--- src/rtl/pcih_pkg.sv ---
// Shared types and constants for the per-channel interval histogram.
// Holds the queued command record, opcode codes and the state machine types.
// No dependencies.
package pcih_pkg;

  // Microseconds per second, the multiplier in the tick conversion
  localparam logic [19:0] US_PER_S = 20'd1000000;

  // Counter frequency after reset
  localparam logic [31:0] CFG_TPS_RESET = 32'd10000000;

  // Entries in the queue between front and back (power of two)
  localparam int QUEUE_DEPTH = 2;

  // Quotient bits kept by the tick converter
  localparam int QUO_W = 41;

  typedef enum logic {
    OP_FLIP = 1'b0,
    OP_READ = 1'b1
  } op_t;

  typedef enum logic {
    F_IDLE,
    F_LOOK
  } front_state_t;

  typedef enum logic [3:0] {
    B_CLEAR,
    B_IDLE,
    B_DIV,
    B_BMUL,
    B_BFIX,
    B_BSEL,
    B_BRD,
    B_BUPD,
    B_RADDR,
    B_RDATA,
    B_EMIT
  } back_state_t;

  typedef enum logic [2:0] {
    D_IDLE,
    D_MLO,
    D_MHI,
    D_SUM,
    D_CHK,
    D_ITER
  } div_state_t;

  // One classified request, passed from front to back
  typedef struct packed {
    op_t         op;
    logic        gap_valid;
    logic [62:0] gap_ticks;
    logic        lead_neg;
    logic [62:0] lead_ticks;
    logic [6:0]  bin_index;
  } cmd_t;

endpackage

--- src/rtl/pcih_queue.sv ---
// Short command queue between front and back ends.
// Depends on pcih_pkg for the command record and depth.
module pcih_queue (
  input  logic           clk,
  input  logic           rst_n,
  input  logic           push_valid,
  output logic           push_ready,
  input  pcih_pkg::cmd_t push_cmd,
  output logic           pop_valid,
  input  logic           pop_ready,
  output pcih_pkg::cmd_t pop_cmd
);

  localparam int PW = (pcih_pkg::QUEUE_DEPTH > 1) ? $clog2(pcih_pkg::QUEUE_DEPTH) : 1;
  localparam logic [PW:0] FULL = (PW + 1)'(pcih_pkg::QUEUE_DEPTH);

  pcih_pkg::cmd_t slot_r [pcih_pkg::QUEUE_DEPTH];
  logic [PW-1:0]  wr_ptr_r;
  logic [PW-1:0]  rd_ptr_r;
  logic [PW:0]    cnt_r;

  logic do_push;
  logic do_pop;

  assign push_ready = cnt_r != FULL;
  assign pop_valid  = cnt_r != '0;
  assign do_push    = push_valid && push_ready;
  assign do_pop     = pop_valid && pop_ready;
  assign pop_cmd    = slot_r[rd_ptr_r];

  always_ff @(posedge clk) begin
    if (do_push) slot_r[wr_ptr_r] <= push_cmd;
  end

  // Pointers wrap at the power-of-two depth
  always_ff @(posedge clk) begin
    if (!rst_n) begin
      wr_ptr_r <= '0;
      rd_ptr_r <= '0;
      cnt_r    <= '0;
    end else begin
      if (do_push) wr_ptr_r <= wr_ptr_r + PW'(1);
      if (do_pop)  rd_ptr_r <= rd_ptr_r + PW'(1);
      if (do_push && !do_pop)      cnt_r <= cnt_r + (PW + 1)'(1);
      else if (do_pop && !do_push) cnt_r <= cnt_r - (PW + 1)'(1);
    end
  end

endmodule

--- config.mk ---
export PLATFORM = sky130hd
export DESIGN_NAME = pcih_queue
export DESIGN_NICKNAME = d
export VERILOG_FILES = /design/src/rtl/pcih_pkg.sv /design/src/rtl/pcih_queue.sv
export SDC_FILE = /design/constraint.sdc
export NUM_CORES = 1
export LEC_CHECK = 0
export ABC_AREA = 1
export BUFFER_PORTS_ARGS = -buffer_cell sky130_fd_sc_hd__buf_2
export CAP_MARGIN = 20
export CORE_MARGIN = 2
export CORE_UTILIZATION = 25
export DETAILED_ROUTE_END_ITERATION = 7
export HOLD_SLACK_MARGIN = 0.05
export PLACE_DENSITY_LB_ADDON = 0.25
export REMOVE_ABC_BUFFERS = 1
export SLEW_MARGIN = 20
export SYNTH_ARGS = -nofsm -noshare
export SYNTH_HDL_FRONTEND = slang
export SYNTH_SLANG_ARGS = --single-unit
--- constraint.sdc ---
create_clock -name clk -period 7.56 [get_ports clk]
set_clock_uncertainty 0.05 [all_clocks]
set_input_delay 1.134 -clock clk [delete_from_list [all_inputs] [get_ports clk]]
set_output_delay 1.134 -clock clk [all_outputs]
set_load 0.1 [all_outputs]
==> results_dict.tcl, run 1 <==
set metrics [dict create \
    routedWlPerCell_um 15.8 \
    path_cells "buf_4, mux2_2, buf_2" \
    async_flop_share_pct 0 \
    core_area_um2 40600 \
    endpoint_kind "output pin" \
    area_growth_pct 29.5 \
    cts_tree "built" \
    rsz0062_at_grt "no" \
    final_cell_area_um2 13200 \
    postCtsSetupBuffers 0 \
    synthFlopType "edfxtp_1" \
    drv_cap 0 \
    fin_tns_setup_ps 0 \
    grt_max_degree 60 \
    syn_area_per_cell_um2 22.2 \
    setup_viol 0 \
    synth_seq_cells 277 \
    via_count 5173 \
    drc 0 \
    io_pins 278 \
    grt_pass1_vias 5246 \
    overflow 0 \
    yosys_warnings 0 \
    root_buffer "clkbuf_16" \
    die_y_um 206 \
    hold_path.class "reg -> reg" \
    die_w_um 206 \
    synth.most_common_cell "edfxtp_1" \
    routed_wirelength_um 20800 \
    cts_hold_buffers 0 \
    place_congestion 0.683 \
    cts_buffers 30 \
    drt_first_iter_violations 158 \
    synth_edf_count 272 \
    fin_crit_ps 4180 \
    drt_pre_antenna_iters 4 \
    required_ps 6380 \
    path_max_fanout 59 \
    synth_common_cells "272 x edfxtp_1, 96 x mux2_2, 40 x mux2_4" \
    crit_arrival_ps 3000 \
    cp-start-kind "register" \
    synth_top_area_share_pct 80.1 \
    fmax_mhz 239 \
    cts_resized 0 \
    max_slew_margin_pct 36.0 \
    rows 74 \
    place_area_um2 12200 \
    antenna_found_initial 1 \
    ir_drop_uv 225 \
    synth_area_leaders "edfxtp_1 80%, mux2_2 11%, mux2_4 5.9%" \
    insertion_delay_ps 550 \
    start_util_pct 25.2 \
    cts_max_path_buffers 3 \
    yosysSeqAreaShare_pct 81.0 \
    slowest_delay_ps 950 \
    grt_pass1_wl_um 29800 \
    drv_slew 0 \
    power_leakage_nw 4.91 \
    ant_nets 0 \
    htreeDepth 1 \
    worstSetupPathType "reg -> out" \
    holdWs_ps 453 \
    nNetsFinal 901 \
    run_status "complete, no violations" \
    netlist_area_um2 10200 \
    final-hold-violation-count 0 \
    synthCells 460 \
    drive_gt1_share_pct 59.3 \
    grt_usage_pct 9.13 \
    dp_hpwl_um 13400 \
    viasPerCell 3.94 \
    powerDensity_nw_per_um2 445 \
    cts.sinks 277 \
    critPathSlowestCell "dfxtp_4" \
    port_buffers 277 \
    die_area_um2 42400 \
    clk_pin_slew_ps 60 \
    yosys.area.top_type "edfxtp_1" \
    timing.final.crit_share_pct 55.3 \
    p_total_mw 5.87 \
    num_antenna_cells 0 \
    worstMarginPinSlew_ps 958 \
    final_core_utilization_pct 32.6 \
    synth.distinct_cells 15 \
]
-- logic make-up (layout without fill, tap and decap cells) --
kind of cell               count (synthesis)  after routing  synth area share, %
muxes                                    136            136                 16.5
buffers and inverters                     23            345                 1.40
AOI/OAI and AO/OA                          4              4                0.221
and+or+nand+nor                           19             19                0.736
DFF                                      277            277                 81.0
adders and majority gates                  1              1                0.123
-- per-stage QoR --
stage	cells	setup WS (ps)
6_report	1314	3380
5_1_grt	1314	3170
4_1_cts	1314	3230
3_5_place_dp	1260	3840
3_3_place_gp	1260	3840
2_1_floorplan	445	-127
-- critical path, delay by kind of cell, from the launching register on --
kind | cells | cell delay (ps)
buf+inv | 2 | 1110
flops | 1 | 950
mux | 1 | 290
-- flip-flops by register name, indices dropped and copies added (netlist names), named ones only --
name,cells
rd_ptr_r,1
slot_r,272
cnt_r,2
wr_ptr_r,1
-- worst paths after layout --
| check | startpoint | endpoint | slack (ps) | depth (start not counted) |
|---|---|---|---|---|
| worst max-delay path | register | pop_cmd[27] | 3380 | 3 |
| worst min-delay path | rd_ptr_r | register | 450 | 2 |
| worst max register to register | cnt_r[0] | slot_r[1][105] | 4820 | 5 |
| worst min register to register | rd_ptr_r | register | 450 | 2 |
-- where the power goes --
group	switching [mW]	internal, mW
logic	1.94	0.431
clock network	0.564	0.912
registers	0.0825	1.94
-- area by class of cell --
type	instances	area, um2
clock buffers	37	798
clock inverters	17	208
fillers	4015	27300
inverters	8	30.0
multi-input cells	160	1810
flip-flops and latches	277	8270
well taps	532	666
repair buffers	283	1430
-- metal layers --
metal  GRT usage, %  share of wire, %
met5              0             0.062
met4           3.06               2.1
met1           10.7                40
met3           2.90               8.1
met2           15.7                50
-- cell usage in the layout (no fill, tap or decap), types with 4 or more instances in the layout --
| cell | Yosys | routed |
|---|---|---|
| bufinv_16 | 0 | 5 |
| mux2_4 | 40 | 40 |
| clkbuf_16 | 0 | 31 |
| clkinv_2 | 0 | 4 |
| buf_4 | 0 | 6 |
| clkbuf_1 | 0 | 6 |
| dfxtp_1 | 5 | 4 |
| edfxtp_1 | 272 | 272 |
| nor2_1 | 8 | 6 |
| nand2_1 | 9 | 9 |
| clkinv_1 | 0 | 6 |
| inv_1 | 8 | 8 |
| mux2_2 | 96 | 96 |
| buf_2 | 9 | 277 |
Power figures use the tool's default switching activity.
==> run 2, diff against run 1 <==
==> constraint.sdc (replaced) <==
create_clock -name clk -period 3.85 [get_ports clk]
set_clock_uncertainty 0.05 [all_clocks]
set_input_delay 0.5775 -clock clk [delete_from_list [all_inputs] [get_ports clk]]
set_output_delay 0.5775 -clock clk [all_outputs]
set_load 0.1 [all_outputs]
==> run 2 against run 1 <==
Effect of this change: total power is 100% higher; die area stayed put; register-to-register slack got worse by 3100 ps; first-iteration DRC count grew 22%; sequential power increased by 95%; sequential cell count is the same; global-route usage increased by 0.50 points; final cell count up 0.53%; worst hold slack lost 260 ps; largest cell class unchanged.
==> results_dict.tcl, run 2 (synthesized netlist as in run 1, its figures left out) <==
set metrics [dict create \
    routedWlPerCell_um 16.2 \
    run_status "complete, no violations" \
    grt_usage_pct 9.63 \
    setup_viol 0 \
    io_pins 278 \
    fill_cells 3991 \
    die_area_um2 42400 \
    fin_crit_ps 3050 \
    largest-register "slot_r" \
    drv_cap 0 \
    path_max_fanout 31 \
    root_buffer "clkbuf_16" \
    port_buffers 277 \
    layout_commonest_cell "buf_2" \
    drt_pre_antenna_iters 4 \
    power_frac_comb_pct 40.0 \
    instances_no_fill 1321 \
    ir_drop_uv 539 \
    num_antenna_cells 0 \
    place_area_um2 12300 \
    die_w_um 206 \
    reg_top3 "slot_r x272, cnt_r x2" \
    final-hold-violation-count 0 \
    drive_gt1_share_pct 59.6 \
    rsz0062_at_grt "no" \
    cts_buffers 34 \
    largest_register_ffs 272 \
    via_count 5180 \
    endpoint_kind "output pin" \
    timing.final.crit_share_pct 79.1 \
    core_area_um2 40600 \
    pwr-share-clk_pct 26.5 \
    post-place-ws_ps 1280 \
    holdWs_ps 190 \
    antenna_found_initial 2 \
    cp-start-kind "register" \
    drc 0 \
    ant_nets 0 \
    power_switching_mw 5.17 \
    grt_pass1_wl_um 30700 \
    crit_arrival_ps 2420 \
    seqPwrFrac_pct 33.5 \
    area_growth_pct 31.2 \
    worstMarginPinSlew_ps 922 \
    cts_max_path_buffers 3 \
    sw_frac_of_total_pct 43.8 \
    start_util_pct 25.2 \
    drt_first_iter_violations 192 \
    viasPerCell 3.92 \
    cts_resized 0 \
    dp_cells 1260 \
    routed_wirelength_um 21300 \
    overflow 0 \
    postCtsSetupBuffers 0 \
    fmax_mhz 328 \
    grt_max_degree 137 \
    drv_slew 0 \
    clk_pin_slew_ps 60 \
    place_congestion 0.681 \
    cts_tree "built" \
    rows 74 \
    nNetsFinal 905 \
    dp_hpwl_um 13400 \
    cts.sinks 277 \
    intPower_mw 6.64 \
    max_slew_margin_pct 38.5 \
    worstSetupPathType "reg -> out" \
    powerDensity_nw_per_um2 882 \
    power_leakage_nw 4.99 \
    insertion_delay_ps 520 \
    die_y_um 206 \
    final_cell_area_um2 13400 \
    cts_hold_buffers 0 \
    grt_pass1_vias 5204 \
    htreeDepth 2 \
    fin_ws_ps 804 \
    hold_path.class "in -> reg" \
    final_cell_mix "277 x buf_2, 272 x edfxtp_1, 96 x mux2_2" \
    required_ps 3220 \
]
run 2: cell types whose count changed in the layout (fill, tap and decap cells not counted):
cell       delta
buf_4         -5
clkinv_2      +1
clkbuf_16     +6
inv_6         +1
bufinv_16     -2
buf_12        +5
clkinv_1      +1
run 2: final cells by class:
class | count | area, um2 | area share, %
Sequential cell | 277 | 8270 | 61.8
Multi-Input combinational cell | 160 | 1810 | 13.5
Timing Repair Buffer | 283 | 1490 | 11.2
Inverter | 8 | 30.0 | 0.224
Tap cell | 532 | 666 | 4.97
Clock buffer | 43 | 948 | 7.09
Clock inverter | 18 | 165 | 1.23
run 2: critical path, stage by stage (launching register included):
cell and delay [ps]:
dfxtp_4 740, buf_4 450, mux2_2 390, buf_2 290
run 2: worst paths after layout:
check,startpoint,endpoint,slack [ps],cells after the start
worst max-delay path,register,pop_cmd[22],800,3
worst min-delay path,push_cmd[109],slot_r[1][109],190,1
worst max register to register,cnt_r[0],slot_r[1][24],1770,5
worst min register to register,rd_ptr_r,register,450,2
run 2: per-layer routing:
| metal | wire length (um) | part of all wire (%) | GRT usage (%) | vias to the layer above |
|---|---|---|---|---|
| met1 | 8840 | 41 | 11.7 | 2545 |
| li1 | - | - | - | 2425 |
| met5 | 27 | 0.13 | 0 | - |
| met4 | 584 | 2.7 | 4.52 | 4 |
| met3 | 1850 | 8.7 | 3.91 | 42 |
| met2 | 10000 | 47 | 14.9 | 164 |
run 2: power by group through the flow:
stage,Clock (mW),Combinational [mW],Sequential [mW]
2_1_floorplan,0,4.02,4.16
3_3_place_gp,0,4.78,4.02
3_5_place_dp,0,4.78,4.02
4_1_cts,3.27,4.79,3.96
5_1_grt,3.37,4.89,3.99
6_report,3.13,4.72,3.95
run 2: metrics by stage:
stage	util, %	setup TNS, ps	total power, mW
3_3_place_gp	30.3	0	8.79
2_1_floorplan	-	-1248280	8.18
5_1_grt	33.0	0	12.3
6_report	33.0	0	11.8
3_5_place_dp	30.3	0	8.80
4_1_cts	33.0	0	12.0
